==> config.mk <==
export PLATFORM = sky130hd
export DESIGN_NAME = digit_glyph_overlay_core_flat
export DESIGN_NICKNAME = d
export VERILOG_FILES = /design/src/design/dgo_pkg.sv /design/src/design/dgo_pix_in_if.sv /design/src/design/dgo_pix_out_if.sv /design/src/design/dgo_cfg_if.sv /design/src/design/dgo_bcd_conv.sv /design/src/design/dgo_cfg.sv /design/src/design/dgo_pipe.sv /design/src/design/digit_glyph_overlay_core.sv /design/src/flat_wrapper.sv
export SDC_FILE = /design/constraint.sdc
export NUM_CORES = 1
export LEC_CHECK = 0
export BUFFER_PORTS_ARGS = -buffer_cell sky130_fd_sc_hd__buf_2
export CORE_MARGIN = 3
export CORE_UTILIZATION = 40
export CTS_CLUSTER_DIAMETER = 60
export DETAILED_ROUTE_END_ITERATION = 6
export PLACE_DENSITY = 0.59
export SKIP_CTS_REPAIR_TIMING = 1
export SLEW_MARGIN = 15
export SYNTH_ARGS = -nofsm -noshare
export SYNTH_HDL_FRONTEND = slang
export SYNTH_SLANG_ARGS = --single-unit
export TNS_END_PERCENT = 50
==> constraint.sdc <==
create_clock -name clk_i -period 3.2 [get_ports clk_i]
set_clock_uncertainty 0.15 [all_clocks]
set_input_delay 0.32 -clock clk_i [delete_from_list [all_inputs] [get_ports clk_i]]
set_output_delay 0.32 -clock clk_i [all_outputs]
set_load 0.005 [all_outputs]
==> src/design/dgo_pkg.sv <==
// ----------------------------------------------------------------------------
// dgo_pkg
// Shared widths, register indexes, configuration bundle and digit font for
// the digit glyph overlay.
// ----------------------------------------------------------------------------
package dgo_pkg;

  localparam int COL_W      = 12;
  localparam int ROW_W      = 12;
  localparam int PIX_W      = 16;
  localparam int NUM_W      = 17;
  localparam int ANCHOR_W   = 13;
  localparam int DIM_W      = 13;
  localparam int LABEL_W    = 16;
  localparam int CFG_IDX_W  = 3;
  localparam int CFG_DATA_W = 17;
  localparam int DIGIT_W    = 4;

  localparam int GLYPH_W = 4;
  localparam int GLYPH_H = 6;

  localparam int MAX_DIGITS_DEF = 5;
  localparam int MAX_DIM_DEF    = 4096;

  localparam logic [DIM_W-1:0] DIM_RESET = 13'd4096;

  typedef enum logic [CFG_IDX_W-1:0] {
    REG_NUMBER   = 3'd0,
    REG_ANCHOR_X = 3'd1,
    REG_ANCHOR_Y = 3'd2,
    REG_LABEL    = 3'd3,
    REG_WIDTH    = 3'd4,
    REG_HEIGHT   = 3'd5
  } cfg_reg_e;

  typedef struct packed {
    logic signed [ANCHOR_W-1:0] anchor_x;
    logic signed [ANCHOR_W-1:0] anchor_y;
    logic [LABEL_W-1:0]         stamp_label;
    logic [DIM_W-1:0]           image_width;
    logic [DIM_W-1:0]           image_height;
  } cfg_t;

  // Font rows; bit 3 is the left column of the cell.
  localparam logic [GLYPH_W-1:0] GLYPH_ROWS [10][GLYPH_H] = '{
    '{4'h0, 4'h7, 4'h5, 4'h5, 4'h5, 4'h7},
    '{4'h0, 4'h6, 4'h2, 4'h2, 4'h2, 4'h7},
    '{4'h0, 4'h7, 4'h1, 4'h7, 4'h4, 4'h7},
    '{4'h0, 4'h7, 4'h1, 4'h7, 4'h1, 4'h7},
    '{4'h0, 4'h5, 4'h5, 4'h7, 4'h1, 4'h1},
    '{4'h0, 4'h7, 4'h4, 4'h7, 4'h1, 4'h7},
    '{4'h0, 4'h7, 4'h4, 4'h7, 4'h5, 4'h7},
    '{4'h0, 4'h7, 4'h1, 4'h2, 4'h4, 4'h4},
    '{4'h0, 4'h7, 4'h5, 4'h7, 4'h5, 4'h7},
    '{4'h0, 4'h7, 4'h5, 4'h7, 4'h1, 4'h7}
  };

  function automatic logic [GLYPH_W-1:0] glyph_row(input logic [DIGIT_W-1:0] digit,
                                                   input logic [2:0] row);
    logic [GLYPH_W-1:0] bits;
    bits = '0;
    if ((digit < 4'd10) && (row < 3'(GLYPH_H))) begin
      bits = GLYPH_ROWS[digit][row];
    end
    return bits;
  endfunction

endpackage

==> src/design/dgo_pix_in_if.sv <==
// ----------------------------------------------------------------------------
// dgo_pix_in_if
// Incoming pixel channel: coordinates and original label value.
// ----------------------------------------------------------------------------
interface dgo_pix_in_if
  import dgo_pkg::*;
();
  logic             valid;
  logic             ready;
  logic [COL_W-1:0] pixel_col;
  logic [ROW_W-1:0] pixel_row;
  logic [PIX_W-1:0] pixel_in;

  modport source (output valid, output pixel_col, output pixel_row, output pixel_in,
                  input ready);
  modport sink   (input valid, input pixel_col, input pixel_row, input pixel_in,
                  output ready);
endinterface

==> src/design/dgo_pix_out_if.sv <==
// ----------------------------------------------------------------------------
// dgo_pix_out_if
// Outgoing pixel channel: resulting value and the covered flag.
// ----------------------------------------------------------------------------
interface dgo_pix_out_if
  import dgo_pkg::*;
();
  logic             valid;
  logic             ready;
  logic [PIX_W-1:0] pixel_out;
  logic             covered;

  modport source (output valid, output pixel_out, output covered, input ready);
  modport sink   (input valid, input pixel_out, input covered, output ready);
endinterface

==> src/design/dgo_cfg_if.sv <==
// ----------------------------------------------------------------------------
// dgo_cfg_if
// Configuration write channel: register index and write data.
// ----------------------------------------------------------------------------
interface dgo_cfg_if
  import dgo_pkg::*;
();
  logic                  valid;
  logic                  ready;
  logic [CFG_IDX_W-1:0]  reg_idx;
  logic [CFG_DATA_W-1:0] wdata;

  modport source (output valid, output reg_idx, output wdata, input ready);
  modport sink   (input valid, input reg_idx, input wdata, output ready);
endinterface

==> src/design/dgo_bcd_conv.sv <==
// ----------------------------------------------------------------------------
// dgo_bcd_conv
// Shift-and-add-three binary to decimal converter, one bit per cycle, with
// saturation of the number to the largest value that fits in the digits.
// ----------------------------------------------------------------------------
module dgo_bcd_conv
  import dgo_pkg::*;
#(
  parameter int MAX_DIGITS = MAX_DIGITS_DEF
) (
  input  logic                              clk_i,
  input  logic                              rst_ni,
  input  logic                              load_i,
  input  logic [NUM_W-1:0]                  value_i,
  output logic                              busy_o,
  output logic [MAX_DIGITS-1:0][DIGIT_W-1:0] digits_o
);

  localparam int CNT_W = $clog2(NUM_W + 1);

  function automatic longint unsigned pow10(input int n);
    longint unsigned p;
    p = 1;
    for (int i = 0; i < n; i++) begin
      p = p * 10;
    end
    return p;
  endfunction

  localparam longint unsigned LIMIT = pow10(MAX_DIGITS) - 1;

  logic [NUM_W-1:0]                   bin_q, bin_d;
  logic [MAX_DIGITS-1:0][DIGIT_W-1:0] bcd_q, bcd_d, bcd_adj;
  logic [MAX_DIGITS*DIGIT_W-1:0]      adj_flat;
  logic [CNT_W-1:0]                   cnt_q, cnt_d;
  logic                               busy_q, busy_d;
  logic [NUM_W-1:0]                   sat_value;
  logic                               digits_ok;

  assign sat_value = (64'(value_i) > LIMIT) ? NUM_W'(LIMIT) : value_i;

  always_comb begin
    for (int j = 0; j < MAX_DIGITS; j++) begin
      bcd_adj[j] = (bcd_q[j] >= 4'd5) ? (bcd_q[j] + 4'd3) : bcd_q[j];
    end
  end

  // The adjusted digits as one flat vector, so that the shift moves bits.
  assign adj_flat = bcd_adj;

  always_comb begin
    bin_d  = bin_q;
    bcd_d  = bcd_q;
    cnt_d  = cnt_q;
    busy_d = busy_q;
    if (load_i) begin
      bin_d  = sat_value;
      bcd_d  = '0;
      cnt_d  = CNT_W'(NUM_W);
      busy_d = 1'b1;
    end else if (busy_q) begin
      bin_d  = bin_q << 1;
      bcd_d  = {adj_flat[MAX_DIGITS*DIGIT_W-2:0], bin_q[NUM_W-1]};
      cnt_d  = cnt_q - 1'b1;
      busy_d = (cnt_q != CNT_W'(1));
    end
  end

  always_ff @(posedge clk_i or negedge rst_ni) begin
    if (!rst_ni) begin
      bin_q  <= '0;
      bcd_q  <= '0;
      cnt_q  <= '0;
      busy_q <= 1'b0;
    end else begin
      bin_q  <= bin_d;
      bcd_q  <= bcd_d;
      cnt_q  <= cnt_d;
      busy_q <= busy_d;
    end
  end

  assign busy_o   = busy_q;
  assign digits_o = bcd_q;

  always_comb begin
    digits_ok = 1'b1;
    for (int j = 0; j < MAX_DIGITS; j++) begin
      if (bcd_q[j] > 4'd9) digits_ok = 1'b0;
    end
  end

  a_load_starts: assert property (@(posedge clk_i) disable iff (!rst_ni)
    load_i |=> busy_q)
    else $error("conversion did not start after a number write");

  a_finishes: assert property (@(posedge clk_i) disable iff (!rst_ni)
    (busy_q && (cnt_q == CNT_W'(1)) && !load_i) |=> !busy_q)
    else $error("conversion did not finish after the last shift");

  a_decimal: assert property (@(posedge clk_i) disable iff (!rst_ni)
    digits_ok)
    else $error("a decimal digit holds a value above nine");

endmodule

==> src/design/dgo_cfg.sv <==
// ----------------------------------------------------------------------------
// dgo_cfg
// Configuration registers and the decimal form of the number to draw.
// ----------------------------------------------------------------------------
module dgo_cfg
  import dgo_pkg::*;
#(
  parameter int MAX_DIGITS = MAX_DIGITS_DEF
) (
  input  logic                               clk_i,
  input  logic                               rst_ni,
  dgo_cfg_if.sink                            cfg_in,
  output cfg_t                               cfg_o,
  output logic [MAX_DIGITS-1:0][DIGIT_W-1:0] digits_o,
  output logic [MAX_DIGITS-1:0]              digit_en_o,
  output logic                               busy_o
);

  cfg_t cfg_q, cfg_d;
  logic write;
  logic load_number;
  logic [MAX_DIGITS-1:0][DIGIT_W-1:0] digits;

  assign cfg_in.ready = 1'b1;
  assign write        = cfg_in.valid;

  always_comb begin
    cfg_d       = cfg_q;
    load_number = 1'b0;
    if (write) begin
      unique case (cfg_reg_e'(cfg_in.reg_idx))
        REG_NUMBER:   load_number        = 1'b1;
        REG_ANCHOR_X: cfg_d.anchor_x     = cfg_in.wdata[ANCHOR_W-1:0];
        REG_ANCHOR_Y: cfg_d.anchor_y     = cfg_in.wdata[ANCHOR_W-1:0];
        REG_LABEL:    cfg_d.stamp_label  = cfg_in.wdata[LABEL_W-1:0];
        REG_WIDTH:    cfg_d.image_width  = cfg_in.wdata[DIM_W-1:0];
        REG_HEIGHT:   cfg_d.image_height = cfg_in.wdata[DIM_W-1:0];
        default: ;
      endcase
    end
  end

  always_ff @(posedge clk_i or negedge rst_ni) begin
    if (!rst_ni) begin
      cfg_q.anchor_x     <= '0;
      cfg_q.anchor_y     <= '0;
      cfg_q.stamp_label  <= '0;
      cfg_q.image_width  <= DIM_RESET;
      cfg_q.image_height <= DIM_RESET;
    end else begin
      cfg_q <= cfg_d;
    end
  end

  dgo_bcd_conv #(
    .MAX_DIGITS (MAX_DIGITS)
  ) u_bcd_conv (
    .clk_i    (clk_i),
    .rst_ni   (rst_ni),
    .load_i   (load_number),
    .value_i  (cfg_in.wdata[NUM_W-1:0]),
    .busy_o   (busy_o),
    .digits_o (digits)
  );

  // A digit is drawn when it or any more significant digit is non-zero; the
  // least significant digit is always drawn.
  always_comb begin
    logic seen;
    seen = 1'b0;
    for (int j = MAX_DIGITS - 1; j >= 0; j--) begin
      seen          = seen | (digits[j] != '0);
      digit_en_o[j] = seen | (j == 0);
    end
  end

  assign cfg_o    = cfg_q;
  assign digits_o = digits;

endmodule

==> src/design/dgo_pipe.sv <==
// ----------------------------------------------------------------------------
// dgo_pipe
// Three-stage pixel pipeline: cell offsets, digit selection, font lookup.
// ----------------------------------------------------------------------------
module dgo_pipe
  import dgo_pkg::*;
#(
  parameter int MAX_DIGITS = MAX_DIGITS_DEF,
  parameter int MAX_DIM    = MAX_DIM_DEF
) (
  input  logic                               clk_i,
  input  logic                               rst_ni,
  input  cfg_t                               cfg_i,
  input  logic [MAX_DIGITS-1:0][DIGIT_W-1:0] digits_i,
  input  logic [MAX_DIGITS-1:0]              digit_en_i,
  input  logic                               busy_i,
  dgo_pix_in_if.sink                         pix_in,
  dgo_pix_out_if.source                      pix_out
);

  localparam int DW   = ($clog2(MAX_DIM + 1) > DIM_W) ? $clog2(MAX_DIM + 1) : DIM_W;
  localparam int JW   = (MAX_DIGITS > 1) ? $clog2(MAX_DIGITS) : 1;
  localparam int OFF_W = ANCHOR_W + 2;
  localparam int DY_W  = ANCHOR_W + 1;

  logic rdy1, rdy2, rdy3, accept;

  // Stage 1 registers.
  logic                    v1_q, v1_d;
  logic                    img1_q, img1_d;
  logic signed [OFF_W-1:0] off1_q, off1_d;
  logic signed [DY_W-1:0]  dy1_q, dy1_d;
  logic [PIX_W-1:0]        pix1_q;

  // Stage 2 registers.
  logic                    v2_q;
  logic                    pre2_q, pre2_d;
  logic [DIGIT_W-1:0]      dig2_q, dig2_d;
  logic [2:0]              row2_q;
  logic [1:0]              bsel2_q;
  logic [PIX_W-1:0]        pix2_q;

  // Output registers.
  logic                    v3_q;
  logic                    hit3_d;
  logic [GLYPH_W-1:0]      bits3;
  logic [PIX_W-1:0]        pix3_q, pix3_d;
  logic                    cov3_q;

  logic [DW-1:0]           w_ext, h_ext, w_lim, h_lim;
  logic [COL_W-1:0]        cell_idx;
  logic                    in_range, row_ok;
  logic [JW-1:0]           sel;

  assign rdy3         = !v3_q || pix_out.ready;
  assign rdy2         = !v2_q || rdy3;
  assign rdy1         = !v1_q || rdy2;
  assign pix_in.ready = rdy1 && !busy_i;
  assign accept       = pix_in.valid && pix_in.ready;

  // Stage 1: image bounds and offsets. off is the distance from the pixel to
  // the right column of the least significant cell; dy is the row in the cell.
  assign w_ext  = DW'(cfg_i.image_width);
  assign h_ext  = DW'(cfg_i.image_height);
  assign w_lim  = (w_ext > DW'(MAX_DIM)) ? DW'(MAX_DIM) : w_ext;
  assign h_lim  = (h_ext > DW'(MAX_DIM)) ? DW'(MAX_DIM) : h_ext;
  assign v1_d   = accept;
  assign img1_d = (DW'(pix_in.pixel_col) < w_lim) && (DW'(pix_in.pixel_row) < h_lim);
  assign off1_d = OFF_W'(cfg_i.anchor_x) + OFF_W'(3)
                  - $signed({{(OFF_W-COL_W){1'b0}}, pix_in.pixel_col});
  assign dy1_d  = $signed({{(DY_W-ROW_W){1'b0}}, pix_in.pixel_row})
                  - DY_W'(cfg_i.anchor_y);

  always_ff @(posedge clk_i or negedge rst_ni) begin
    if (!rst_ni) begin
      v1_q <= 1'b0;
    end else if (rdy1) begin
      v1_q <= v1_d;
    end
  end

  always_ff @(posedge clk_i) begin
    if (accept) begin
      img1_q <= img1_d;
      off1_q <= off1_d;
      dy1_q  <= dy1_d;
      pix1_q <= pix_in.pixel_in;
    end
  end

  // Stage 2: which digit cell the pixel falls in, and whether it is drawn.
  assign cell_idx = off1_q[COL_W+1:2];
  assign in_range = !off1_q[OFF_W-1] && (cell_idx < COL_W'(MAX_DIGITS));
  assign row_ok   = !dy1_q[DY_W-1] && (dy1_q[DY_W-2:0] < (DY_W-1)'(GLYPH_H));
  assign sel      = in_range ? cell_idx[JW-1:0] : '0;
  assign pre2_d   = img1_q && row_ok && in_range && digit_en_i[sel];
  assign dig2_d   = digits_i[sel];

  always_ff @(posedge clk_i or negedge rst_ni) begin
    if (!rst_ni) begin
      v2_q <= 1'b0;
    end else if (rdy2) begin
      v2_q <= v1_q;
    end
  end

  always_ff @(posedge clk_i) begin
    if (rdy2 && v1_q) begin
      pre2_q  <= pre2_d;
      dig2_q  <= dig2_d;
      row2_q  <= dy1_q[2:0];
      bsel2_q <= off1_q[1:0];
      pix2_q  <= pix1_q;
    end
  end

  // Stage 3: font lookup and the output value.
  assign bits3  = glyph_row(dig2_q, row2_q);
  assign hit3_d = pre2_q && bits3[bsel2_q];
  assign pix3_d = hit3_d ? cfg_i.stamp_label : pix2_q;

  always_ff @(posedge clk_i or negedge rst_ni) begin
    if (!rst_ni) begin
      v3_q <= 1'b0;
    end else if (rdy3) begin
      v3_q <= v2_q;
    end
  end

  always_ff @(posedge clk_i) begin
    if (rdy3 && v2_q) begin
      pix3_q <= pix3_d;
      cov3_q <= hit3_d;
    end
  end

  assign pix_out.valid     = v3_q;
  assign pix_out.pixel_out = pix3_q;
  assign pix_out.covered   = cov3_q;

  a_enter: assert property (@(posedge clk_i) disable iff (!rst_ni)
    accept |=> v1_q)
    else $error("accepted pixel did not reach the first stage");

  a_advance: assert property (@(posedge clk_i) disable iff (!rst_ni)
    (v2_q && rdy3) |=> v3_q)
    else $error("pixel lost between the second stage and the output");

  a_full_stall: assert property (@(posedge clk_i) disable iff (!rst_ni)
    (v1_q && v2_q && v3_q && !pix_out.ready) |-> !pix_in.ready)
    else $error("input taken while every stage is held");

  a_busy_block: assert property (@(posedge clk_i) disable iff (!rst_ni)
    busy_i |-> !pix_in.ready)
    else $error("input taken while the number conversion runs");

endmodule

==> src/design/digit_glyph_overlay_core.sv <==
// ----------------------------------------------------------------------------
// digit_glyph_overlay_core
// Stamps a decimal number in a 4x6 font onto a stream of label pixels.
// ----------------------------------------------------------------------------
// The core takes one pixel per clock unless an output stall or a number
// conversion holds its input, and returns each result in order through a
// three-stage pipeline (cell offsets, digit selection, font lookup) whose
// last stage is the output register; a stall on the output holds every stage
// without loss. Configuration writes are taken in every cycle. Writing
// number_value starts a binary to decimal conversion of the NUM_W (17) bits,
// one bit per cycle in the shift-and-add converter, during which no pixel is
// accepted; other registers act once registered, in the stage reading them.
module digit_glyph_overlay_core
  import dgo_pkg::*;
#(
  parameter int MAX_DIGITS = MAX_DIGITS_DEF,
  parameter int MAX_DIM    = MAX_DIM_DEF
) (
  input  logic          clk_i,
  input  logic          rst_ni,
  dgo_cfg_if.sink       cfg_in,
  dgo_pix_in_if.sink    pix_in,
  dgo_pix_out_if.source pix_out
);

  cfg_t                               cfg;
  logic [MAX_DIGITS-1:0][DIGIT_W-1:0] digits;
  logic [MAX_DIGITS-1:0]              digit_en;
  logic                               busy;

  dgo_cfg #(
    .MAX_DIGITS (MAX_DIGITS)
  ) u_cfg (
    .clk_i      (clk_i),
    .rst_ni     (rst_ni),
    .cfg_in     (cfg_in),
    .cfg_o      (cfg),
    .digits_o   (digits),
    .digit_en_o (digit_en),
    .busy_o     (busy)
  );

  dgo_pipe #(
    .MAX_DIGITS (MAX_DIGITS),
    .MAX_DIM    (MAX_DIM)
  ) u_pipe (
    .clk_i      (clk_i),
    .rst_ni     (rst_ni),
    .cfg_i      (cfg),
    .digits_i   (digits),
    .digit_en_i (digit_en),
    .busy_i     (busy),
    .pix_in     (pix_in),
    .pix_out    (pix_out)
  );

endmodule

==> src/flat_wrapper.sv <==
// flat-port wrapper written by rule: the top's interface ports become plain ports
module digit_glyph_overlay_core_flat import dgo_pkg::*;
#(
  parameter int MAX_DIGITS = MAX_DIGITS_DEF,
  parameter int MAX_DIM    = MAX_DIM_DEF
)
  (clk_i, rst_ni, cfg_in_valid, cfg_in_reg_idx, cfg_in_wdata, cfg_in_ready, pix_in_valid, pix_in_pixel_col, pix_in_pixel_row, pix_in_pixel_in, pix_in_ready, pix_out_valid, pix_out_pixel_out, pix_out_covered, pix_out_ready);
  dgo_cfg_if cfg_in_i ();
  dgo_pix_in_if pix_in_i ();
  dgo_pix_out_if pix_out_i ();
  input  logic clk_i;
  input  logic rst_ni;
  input wire logic [$bits(cfg_in_i.valid)-1:0] cfg_in_valid;
  input wire logic [$bits(cfg_in_i.reg_idx)-1:0] cfg_in_reg_idx;
  input wire logic [$bits(cfg_in_i.wdata)-1:0] cfg_in_wdata;
  output wire logic [$bits(cfg_in_i.ready)-1:0] cfg_in_ready;
  input wire logic [$bits(pix_in_i.valid)-1:0] pix_in_valid;
  input wire logic [$bits(pix_in_i.pixel_col)-1:0] pix_in_pixel_col;
  input wire logic [$bits(pix_in_i.pixel_row)-1:0] pix_in_pixel_row;
  input wire logic [$bits(pix_in_i.pixel_in)-1:0] pix_in_pixel_in;
  output wire logic [$bits(pix_in_i.ready)-1:0] pix_in_ready;
  output wire logic [$bits(pix_out_i.valid)-1:0] pix_out_valid;
  output wire logic [$bits(pix_out_i.pixel_out)-1:0] pix_out_pixel_out;
  output wire logic [$bits(pix_out_i.covered)-1:0] pix_out_covered;
  input wire logic [$bits(pix_out_i.ready)-1:0] pix_out_ready;
  assign cfg_in_i.valid = cfg_in_valid;
  assign cfg_in_i.reg_idx = cfg_in_reg_idx;
  assign cfg_in_i.wdata = cfg_in_wdata;
  assign cfg_in_ready = cfg_in_i.ready;
  assign pix_in_i.valid = pix_in_valid;
  assign pix_in_i.pixel_col = pix_in_pixel_col;
  assign pix_in_i.pixel_row = pix_in_pixel_row;
  assign pix_in_i.pixel_in = pix_in_pixel_in;
  assign pix_in_ready = pix_in_i.ready;
  assign pix_out_valid = pix_out_i.valid;
  assign pix_out_pixel_out = pix_out_i.pixel_out;
  assign pix_out_covered = pix_out_i.covered;
  assign pix_out_i.ready = pix_out_ready;
  digit_glyph_overlay_core #(.MAX_DIGITS(MAX_DIGITS), .MAX_DIM(MAX_DIM)) u_core (.clk_i(clk_i), .rst_ni(rst_ni), .cfg_in(cfg_in_i), .pix_in(pix_in_i), .pix_out(pix_out_i));
endmodule
==> results of run 1 <==
## power groups by stage
stage	clock [uW]	combinational [uW]	sequential (uW)
6_report	2630	2840	4080
3_3_place_gp	0	2790	4110
2_1_floorplan	0	2220	3950
5_1_grt	2820	3240	4170
3_5_place_dp	0	2840	4120
4_1_cts	2710	2860	4070
## path summary, 6_finish.rpt
path / start / cells past startpoint / endpoint
worst max-delay path: u_core.u_cfg.cfg_o[57] / 10 / u_core.u_pipe.off1_q[12]
worst min-delay path: cfg_in_wdata[4] / 3 / u_core.u_cfg.u_bcd_conv.bin_q[4]
worst max register to register: u_core.u_cfg.cfg_o[57] / 10 / u_core.u_pipe.off1_q[12]
worst min register to register: u_core.u_pipe.pix1_q[2] / 0 / u_core.u_pipe.pix2_q[2]
max in group asynchronous: rst_ni / 3 / u_core.u_cfg.cfg_o[25]
min in group asynchronous: rst_ni / 2 / u_core.u_cfg.u_bcd_conv.cnt_q[4]
## cells by family (layout without fill, tap and decap cells)
family | count (synthesis) | in the layout | share of synthesized area
AND/OR/NAND/NOR | 211 | 211 | 0.09982
flip-flops | 203 | 203 | 0.5333
XOR/XNOR | 29 | 29 | 0.02450
adder cells (fa/ha/maj) | 79 | 79 | 0.09680
multiplexers | 94 | 94 | 0.1016
buffers and inverters | 87 | 224 | 0.03500
other | 1 | 1 | 0.0003618
AO/OA/AOI/OAI | 182 | 182 | 0.1086
## metal layers
metal / GRT usage / up-vias / share of wire
li1: - / 3420 / -
met1: 0.2355 / 3352 / 0.48
met2: 0.2649 / 142 / 0.47
met4: 0.02977 / 0 / 0.016
met3: 0.02635 / 29 / 0.043
met5: 0 / - / 0
## Yosys cell counts (all sizes together) (3+ instances only)
| cell type | instances | area share |
|---|---|---|
| a2111oi | 4 | 0.0040 |
| a211oi | 9 | 0.0065 |
| a21o | 13 | 0.0094 |
| a21oi | 56 | 0.027 |
| a31oi | 6 | 0.0036 |
| and2 | 5 | 0.0030 |
| buf | 8 | 0.0064 |
| clkbuf | 22 | 0.0080 |
| dfrtp | 112 | 0.27 |
| edfxtp | 89 | 0.26 |
| ha | 77 | 0.093 |
| inv | 57 | 0.021 |
| mux2 | 63 | 0.072 |
| mux2i | 31 | 0.030 |
| nand2 | 59 | 0.021 |
| nand2b | 27 | 0.016 |
| nand3 | 13 | 0.0063 |
| nand4 | 7 | 0.0042 |
| nor2 | 59 | 0.021 |
| nor2b | 8 | 0.0048 |
| nor3 | 6 | 0.0029 |
| nor3b | 4 | 0.0029 |
| nor4 | 7 | 0.0042 |
| nor4b | 4 | 0.0034 |
| o211ai | 3 | 0.0022 |
| o21a | 3 | 0.0022 |
| o21ai | 54 | 0.026 |
| o22ai | 12 | 0.0072 |
| o31ai | 4 | 0.0029 |
| or2 | 3 | 0.0018 |
| xnor2 | 26 | 0.022 |
| xor2 | 3 | 0.0025 |
## worst register-to-register path, stage by stage, from the launching register on
cell and delay [ns]:
dfrtp_1 0.35, inv_1 0.07, ha_1 0.23, inv_1 0.11, ha_1 0.24, a21o_1 0.15
a21o_1 0.20, a2111oi_0 0.60, o21bai_1 0.20, o311a_1 0.38, o22ai_1 0.11
## final cells by class
| type | instances | share of cell area |
|---|---|---|
| multi-input cells | 596 | 0.3675 |
| clock buffers | 34 | 0.05659 |
| flip-flops and latches | 203 | 0.4538 |
| clock inverters | 12 | 0.006778 |
| repair buffers | 121 | 0.06388 |
| well taps | 330 | 0.03389 |
| inverters | 57 | 0.01756 |
## sequential cells by signal, summed over array words and instances, names as in the netlist
signal / count
u_core.u_pipe.row2_q: 3
u_core.u_pipe.pix_out.covered: 1
u_core.u_cfg.u_bcd_conv.digits_o: 20
u_core.u_pipe.off1_q: 15
u_core.u_pipe.pix_out.pixel_out: 16
u_core.u_pipe.pre2_q: 1
u_core.u_pipe.pix_out.valid: 1
u_core.u_cfg.u_bcd_conv.bin_q: 17
u_core.u_pipe.dig2_q: 4
u_core.u_pipe.v2_q: 1
u_core.u_pipe.pix2_q: 16
u_core.u_pipe.img1_q: 1
u_core.u_pipe.bsel2_q: 2
u_core.u_pipe.dy1_q: 14
u_core.u_cfg.u_bcd_conv.busy_o: 1
u_core.u_cfg.cfg_o: 68
u_core.u_pipe.v1_q: 1
u_core.u_pipe.pix1_q: 16
u_core.u_cfg.u_bcd_conv.cnt_q: 5
## placed cells by master, fill, tap and decap left out, types with 25 or more instances in the layout
master,count
ha_1,77
nand2b_1,27
clkbuf_16,25
dlygate4sd3_1,25
buf_2,82
mux2i_1,31
mux2_2,54
nand2_1,59
dfrtp_1,111
edfxtp_1,89
xnor2_1,26
inv_1,57
o21ai_0,50
nor2_1,59
a21oi_1,56
## metrics by stage
stage	cell area (um2)	power (uW)	setup slack, ns
after floorplan	10370	6169	0.4521
after global placement	11160	6900	0.2441
after detailed placement	11160	6959	0.1986
after CTS	11930	9638	0.2703
after global routing	12180	10240	0.1147
final	12180	9547	0.2572
==> results by group, run 1 <==
Cells and area
  – Area of the multi-input gates: 4477 um2
  – Final std cells w/o fill: 1,353
  – Fillers: 2,323
  – Sequential cell area: 5529 um2
  – Layout cell share with drive strength beyond 1: 0.2063
  – Antenna diode count: 0
  – Nets: 1,148
  – Synth-to-Final Area Change: 17.53%
  – Post-Route Utilization: 0.4810

Setup path
  – Worst path cell trace: inv_1 > ha_1 > inv_1 > ha_1 > a21o_1 > a21o_1 > a2111oi_0 > o21bai_1 > o311a_1 > o22ai_1
  – Slowest CP cell: a2111oi_0
  – CP top delay family: compound AO/OA/AOI/OAI gates
  – Delay of the slowest critical-path stage: 0.60 ns
  – Worst Path Buf+Inv: 2
  – R2R Setup Slk: 0.26 ns
  – Critical Path End Type: flip-flop
  – Critical setup path kind: flip-flop to flip-flop
  – Startpoint class of the critical path: flip-flop
  – Critical Path AT: 3.15 ns
  – Max FO, Critical Path: 3
  – Worst EP required: 3.41 ns

Die
  – # rows: 58
  – Full die area: 27,880 um2
  – Num ports: 85
  – Core Region: 25,330 um2
  – Die width: 167.0 um
  – Die height: 167.0 um
  – Initial Util: 0.4093

Pwr
  – Pint: 6437 uW
  – Sw frac: 0.3257
  – Worst vdd ir: 0.0005038 V
  – Fraction of power consumed by combinational cells: 0.298
  – PD cells: 783.6 nW/um2
  – Switch Pwr: 3110 uW
  – Sequential power share: 0.427
  – Clock network fraction of total power: 0.275
  – P_leak: 0.005305 uW

Synth
  – Syn_nets: 1,030
  – Post-Synthesis Cells: 886
  – Sequential area share after synthesis: 0.5333
  – Synthesis-stage register bit count: 203
  – Fraction of registers with async set/reset: 0.5616
  – Syn Area/Cell: 11.70 um2
  – Mapped cell area: 10,370 um2
  – Netlist cell types: 65
  – Post-synth EDFFs: 89
  – Prevailing post-synth register cell: dfrtp_1
  – Synthesis Warnings: 0

Route
  – DRT Pass-1 Iters: 5
  – DRC Markers: 0
  – Post-DRT Antenna Nets: 0
  – First DRT Iteration DRCs: 452
  – Via density: 5.132
  – Routed WL: 23,150 um
  – WL/cell: 17.11 um
  – Via count: 6,943

STA
  – Worst Hold Slack: 0.005265 ns
  – Fmax: 339.8 MHz
  – RSZ-0062 raised after global routing: false
  – Slew @ Worst Pin: 0.9118 ns
  – Setup_tns: 0 ns
  – Final worst path period share: 0.9196
  – Crit path time final: 2.943 ns
  – Endpoints failing setup: 0
  – Slew HR: 0.3921
  – Fin. max-slew vios: 0
  – Count of final hold-check violations: 0

Outcome
  – Status: finished, final reports clean

Hold path
  – Min-Delay Path Class: input port to flip-flop

Clock network
  – CTS root buffer: clkbuf_16
  – H-tree depth: 1
  – Longest Clk Path Bufs: 3
  – Clock slew at reported path FFs: 0.06 ns
  – Clock latency at the later pin of the worst-skew pair: 0.52 ns
  – Total CTS buffers: 25
  – Clock sinks: 203
  – CTS tree: yes

Place
  – Placed Cells: 1,282
  – GP Congestion: 0.8639
  – Hpwl dp: 16,410 um
  – IO buf count: 83

Global route
  – Grt ovf: 0
  – First-pass GRT wire length: 36,800 um
  – GRT Resource Usage Total: 0.1634
  – Largest net degree at the start of global routing: 63
  – Vias in the first global route: 6,769
  – Initial antenna violation count: 0

Run
  – Max cap viols: 0
(Power assumes the default switching activity.)
==> run 2, diff against run 1 <==
--- a/config.mk
+++ b/config.mk
@@ -10,7 +10,9 @@
 export CORE_UTILIZATION = 40
 export CTS_CLUSTER_DIAMETER = 60
 export DETAILED_ROUTE_END_ITERATION = 6
+export GPL_TIMING_DRIVEN = 0
 export PLACE_DENSITY = 0.59
+export SETUP_SLACK_MARGIN = 0.4
 export SKIP_CTS_REPAIR_TIMING = 1
 export SLEW_MARGIN = 15
 export SYNTH_ARGS = -nofsm -noshare
==> run 2 against run 1 <==
  * The run now ends with negative hold slack left
  * Sequential share of layout area fell by 1.2 points
  * Final cell count increased by 1.9%
  * Non-clock buffer count rose by 24
  * Utilization rose by 1.2 points
  * Die area is the same
  * First-iteration DRC count decreased by 15%
  * Largest cell class unchanged
  * Largest power group unchanged
  * Highest routed layer unchanged
==> results by group, run 2 (synthesized netlist as in run 1, its figures left out) <==
STA
  – Fmax: 352.4 MHz (+3.7%)
  – Worst Hold Slack: -0.002438 ns (-0.007704 ns)
  – Final worst path period share: 0.8868 (-0.03282)
  – Count of final hold-check violations: 2 (+2)
  – RSZ-0062 raised after global routing: true
  – Crit path time final: 2.838 ns (-0.1050 ns)
  – Slew @ Worst Pin: 0.7927 ns (-0.1190 ns)
  – Slew HR: 0.4715 (+0.07936)
  – Endpoints failing setup: 0 (unchanged)
  – Fin. max-slew vios: 0 (unchanged)

Place
  – Dpl cell area: 11,260 um2 (+0.93%)
  – Hpwl dp: 17,590 um (+7.2%)
  – IO buf count: 83 (unchanged)
  – Placed Cells: 1,302 (+1.6%)
  – GP Congestion: 0.7944 (-8.0%)

Clock network
  – H-tree depth: 1 (unchanged)
  – Total CTS buffers: 26 (+4.0%)
  – CTS tree: yes
  – CTS root buffer: clkbuf_16
  – Clock latency at the later pin of the worst-skew pair: 0.52 ns (about the same)
  – Clock sinks: 203 (unchanged)
  – Longest Clk Path Bufs: 3 (unchanged)
  – Clock slew at reported path FFs: 0.06 ns (about the same)

Die
  – Core Region: 25,330 um2 (unchanged)
  – Die height: 167.0 um (unchanged)
  – # rows: 58 (unchanged)
  – Initial Util: 0.4093 (unchanged)
  – Num ports: 85 (unchanged)
  – Full die area: 27,880 um2 (unchanged)
  – Die width: 167.0 um (unchanged)

Route
  – First DRT Iteration DRCs: 384 (-15%)
  – DRT Pass-1 Iters: 5 (unchanged)
  – Routed WL: 24,430 um (+5.5%)
  – Post-DRT Antenna Nets: 0 (unchanged)
  – DRC Markers: 0 (unchanged)
  – Via density: 5.238 (+2.1%)
  – Via count: 7,223 (+4.0%)
  – WL/cell: 17.71 um (+3.5%)

Run
  – Max cap viols: 0 (unchanged)

Setup path
  – Worst path cell trace: ha_1 > ha_1 > fa_2 > a21oi_2 > o21ai_1 > a2111o_1 > a31o_1 > a21oi_2 > xnor2_1
  – Worst Path Buf+Inv: 0 (-2)
  – Slowest CP cell: a2111o_1
  – Delay of the slowest critical-path stage: 0.44 ns (-0.16 ns)
  – Worst EP required: 3.32 ns (-0.09 ns)
  – CP top delay family: compound AO/OA/AOI/OAI gates
  – Worst Setup SP: u_core.u_cfg.cfg_o[56]
  – RR Startpoint: u_core.u_cfg.cfg_o[56]
  – Startpoint class of the critical path: flip-flop
  – Max FO, Critical Path: 2 (-1)
  – Critical setup path kind: flip-flop to flip-flop
  – Critical Path End Type: flip-flop
  – Critical Path AT: 2.96 ns (-0.19 ns)

Cells and area
  – Layout cell share with drive strength beyond 1: 0.2135 (+0.007281)
  – Final std cells w/o fill: 1,379 (+1.9%)
  – Fin area: 12,500 um2 (+2.6%)
  – Max reg flops: 68 (unchanged)
  – Commonest non-fill, non-tap cells in the layout: dfrtp_1 (112), edfxtp_1 (89), buf_2 (83), ha_1 (76)
  – Antenna diode count: 0 (unchanged)
  – Synth-to-Final Area Change: 20.56%
  – Nets: 1,173 (+2.2%)
  – Most common cell after layout, fill and taps aside: dfrtp_1
  – Post-Route Utilization: 0.4934 (+0.01240)

Hold path
  – Hold_sp: cfg_in_wdata[4]
  – Min-Delay Path Class: input port to flip-flop

Global route
  – Grt ovf: 0 (unchanged)
  – Initial antenna violation count: 1 (+1)
  – First-pass GRT wire length: 38,500 um (+4.6%)
  – Vias in the first global route: 7,015 (+3.6%)
  – Largest net degree at the start of global routing: 81 (+29%)
  – GRT Resource Usage Total: 0.1725 (+0.009124)

Pwr
  – Worst vdd ir: 0.0004352 V (-14%)
  – P_leak: 0.005430 uW (+2.4%)
  – PD cells: 801.9 nW/um2 (+2.3%)

Outcome
  – Failing checks: negative hold slack
  – Status: finished, violations left
run 2: final timing paths:
| path | end | slack, ns | depth (start not counted) |
|---|---|---|---|
| setup / recovery | u_core.u_pipe.off1_q[11] | 0.36 | 9 |
| hold reg to reg | u_core.u_pipe.pix2_q[5] | 0.26 | 0 |
| max in group asynchronous | u_core.u_cfg.cfg_o[25] | 2.05 | 3 |
| setup reg to reg | u_core.u_pipe.off1_q[11] | 0.36 | 9 |
| hold / removal | u_core.u_cfg.cfg_o[46] | -0.002 | 3 |
| min in group asynchronous | u_core.u_cfg.u_bcd_conv.cnt_q[4] | 0.12 | 2 |
run 2: cell type report:
type	count	area, um2
flip-flops and latches	203	5528
clock buffers	37	763.2
well taps	330	412.9
plain buffers	30	150.1
clock inverters	11	116.4
repair buffers	115	785.8
multi-input cells	596	4527
fillers	2257	12830
inverters	57	214.0
run 2: power breakdown:
group | internal (uW) | switching, uW | leakage (uW)
combinational | 1420 | 1620 | 0.00278
clock | 1820 | 1120 | 0.000440
sequential | 3570 | 475 | 0.00221
total | 6810 | 3210 | 0.00543
run 2: worst min-delay path: stages:
cell	delay [ns]
buf_2	0.17
nand2_1	0.07
o21ai_0	0.07
run 2: routing by layer:
layer | global-route usage | share of wire | vias to the layer above
met1 | 0.2459 | 0.46 | 3546
li1 | - | - | 3485
met2 | 0.2790 | 0.47 | 158
met3 | 0.03062 | 0.050 | 34
met4 | 0.03515 | 0.017 | 0
met5 | 0 | 0 | -
run 2: per-stage QoR:
stage | total power, uW | worst slack [ns] | setup TNS [ns]
after global placement | 6936 | -0.1669 | -7.525
after CTS | 10030 | 0.1777 | 0
final | 10020 | 0.3622 | 0
after global routing | 10700 | 0.2695 | 0
after floorplan | 6169 | 0.4521 | 0
after detailed placement | 7045 | 0.09901 | 0
==> run 3, diff against run 2 <==
--- a/config.mk
+++ b/config.mk
@@ -5,14 +5,16 @@
 export SDC_FILE = /design/constraint.sdc
 export NUM_CORES = 1
 export LEC_CHECK = 0
+export ABC_AREA = 0
 export BUFFER_PORTS_ARGS = -buffer_cell sky130_fd_sc_hd__buf_2
 export CORE_MARGIN = 3
 export CORE_UTILIZATION = 40
 export CTS_CLUSTER_DIAMETER = 60
 export DETAILED_ROUTE_END_ITERATION = 6
 export GPL_TIMING_DRIVEN = 0
+export HOLD_SLACK_MARGIN = 0.1
 export PLACE_DENSITY = 0.59
-export SETUP_SLACK_MARGIN = 0.4
+export SETUP_SLACK_MARGIN = 0.2
 export SKIP_CTS_REPAIR_TIMING = 1
 export SLEW_MARGIN = 15
 export SYNTH_ARGS = -nofsm -noshare
==> run 3 against run 2 <==
  * The flow now finishes without violations
  * Count of clock-buffer cells in the layout stayed put
  * Sequential power hardly changed
  * Global-route usage stayed put
  * Final cell count is 0.94% higher
  * Critical path depth stayed put
  * Combinational power hardly changed
  * First-iteration DRC count is 22% higher
  * Worst hold slack better by 0.12 ns
  * Critical path type unchanged
  * Critical endpoint unchanged
  * Largest power group unchanged
==> results by group, run 3 (synthesized netlist as in run 1, its figures left out) <==
STA
  – Slew HR: 0.4676 (-0.003956)
  – Fin. max-slew vios: 0 (unchanged)
  – Final worst path period share: 0.9185 (+0.03165)
  – Crit path time final: 2.939 ns (+0.1013 ns)
  – Count of final hold-check violations: 0 (-2)
  – Fmax: 340.2 MHz (-3.4%)
  – Worst Hold Slack: 0.1185 ns (+0.1209 ns)
  – Endpoints failing setup: 0 (unchanged)
  – Setup ws final: 0.2609 ns (-0.1013 ns)
  – RSZ-0062 raised after global routing: true
  – Slew @ Worst Pin: 0.7987 ns (+0.005934 ns)

Global route
  – Grt ovf: 0 (unchanged)
  – Largest net degree at the start of global routing: 81 (unchanged)
  – Vias in the first global route: 7,015 (unchanged)
  – First-pass GRT wire length: 38,500 um (unchanged)
  – GRT Resource Usage Total: 0.1725 (unchanged)
  – Initial antenna violation count: 1 (unchanged)

Route
  – First DRT Iteration DRCs: 468 (+22%)
  – DRT Pass-1 Iters: 5 (unchanged)
  – Via count: 7,249 (+0.36%)
  – WL/cell: 17.67 um (-0.26%)
  – Post-DRT Antenna Nets: 0 (unchanged)
  – DRC Markers: 0 (unchanged)
  – Routed WL: 24,590 um (+0.68%)
  – Via density: 5.208 (-0.58%)

Place
  – Hpwl dp: 17,590 um (unchanged)
  – IO buf count: 83 (unchanged)
  – GP Congestion: 0.7944 (unchanged)
  – Pre-CTS setup slack: 0.09901 ns (unchanged)
  – Placed Cells: 1,302 (unchanged)

Die
  – Die height: 167.0 um (unchanged)
  – Initial Util: 0.4093 (unchanged)
  – # rows: 58 (unchanged)
  – Full die area: 27,880 um2 (unchanged)
  – Core Region: 25,330 um2 (unchanged)
  – Die width: 167.0 um (unchanged)
  – Num ports: 85 (unchanged)

Setup path
  – Critical setup path kind: flip-flop to flip-flop
  – Max FO, Critical Path: 2 (unchanged)
  – CP top delay family: compound AO/OA/AOI/OAI gates
  – Critical Path End Type: flip-flop
  – Critical Path AT: 3.06 ns (+0.10 ns)
  – Delay of the slowest critical-path stage: 0.44 ns (about the same)
  – Worst path cell trace: ha_1 > ha_1 > fa_1 > a21oi_1 > o21ai_1 > a2111o_1 > a31o_1 > a21oi_1 > xnor2_1
  – Slowest CP cell: a2111o_1
  – Worst EP required: 3.32 ns (about the same)
  – Startpoint class of the critical path: flip-flop
  – Worst Path Buf+Inv: 0 (unchanged)

Clock network
  – Longest Clk Path Bufs: 3 (unchanged)
  – CTS root buffer: clkbuf_16
  – Clock sinks: 203 (unchanged)
  – CTS tree: yes
  – H-tree depth: 1 (unchanged)
  – Clock slew at reported path FFs: 0.05 ns (about the same)
  – Total CTS buffers: 26 (unchanged)
  – Clock latency at the later pin of the worst-skew pair: 0.52 ns (about the same)

Cells and area
  – Layout cell share with drive strength beyond 1: 0.2015 (-0.01203)
  – Commonest non-fill, non-tap cells in the layout: dfrtp_1 (112), edfxtp_1 (89), buf_2 (83), ha_1 (77)
  – Max reg flops: 68 (unchanged)
  – Post-Route Utilization: 0.4970 (+0.003606)
  – Nets: 1,186 (+1.1%)
  – Fillers: 2,236 (-0.93%)
  – Final std cells w/o fill: 1,392 (+0.94%)
  – Most common cell after layout, fill and taps aside: dfrtp_1
  – Antenna diode count: 0 (unchanged)
  – Synth-to-Final Area Change: 21.44%

Run
  – Max cap viols: 0 (unchanged)

Pwr
  – PD cells: 793.9 nW/um2 (-1.0%)
  – Final Total Pwr: 9994 uW (-0.28%)
  – Worst vdd ir: 0.0004300 V (-1.2%)
  – P_leak: 0.005474 uW (+0.81%)

Outcome
  – Status: finished, final reports clean

Hold path
  – Min-Delay Path Class: input port to async pin
-- run 3: path summary, 6_finish.rpt --
kind / endpoint / slack (ns) / startpoint / depth (start not counted)
max: u_core.u_pipe.off1_q[11] / 0.26 / u_core.u_cfg.cfg_o[56] / 9
min: u_core.u_cfg.u_bcd_conv.cnt_q[4] / 0.12 / rst_ni / 2
max reg2reg: u_core.u_pipe.off1_q[11] / 0.26 / u_core.u_cfg.cfg_o[56] / 9
min reg2reg: u_core.u_pipe.pix2_q[5] / 0.26 / u_core.u_pipe.pix1_q[5] / 0
max in group asynchronous: u_core.u_cfg.cfg_o[25] / 2.05 / rst_ni / 3
min in group clk_i: u_core.u_pipe.dy1_q[7] / 0.13 / pix_in_pixel_row[7] / 3
-- run 3: area by class of cell --
cell class | instances | area, um2 | area share
Buffer | 30 | 148.9 | 0.01183
Clock buffer | 37 | 763.2 | 0.06063
Clock inverter | 11 | 116.4 | 0.009244
Inverter | 57 | 214.0 | 0.01700
Multi-Input combinational cell | 596 | 4487 | 0.3564
Sequential cell | 203 | 5528 | 0.4391
Tap cell | 330 | 412.9 | 0.03280
Timing Repair Buffer | 128 | 918.4 | 0.07296
-- run 3: report_power, final --
group | leakage, uW | switching (uW) | total (uW) | internal [uW]
logic | 0.00282 | 1600 | 3010 | 1420
clock network | 0.000440 | 1110 | 2940 | 1820
registers | 0.00221 | 476 | 4040 | 3570
-- run 3: through the flow --
| step | setup TNS [ns] | instance area [um2] |
|---|---|---|
| after floorplan | 0 | 10370 |
| after global placement | -7.525 | 11190 |
| after detailed placement | 0 | 11260 |
| after CTS | 0 | 12140 |
| after global routing | 0 | 12590 |
| final | 0 | 12590 |
-- run 3: metal layers --
layer | up-vias | wire length, um | track usage
li1 | 3509 | - | -
met1 | 3538 | 11410 | 0.2459
met2 | 166 | 11680 | 0.2790
met3 | 36 | 1061 | 0.03062
met4 | 0 | 449 | 0.03515
met5 | - | 0 | 0
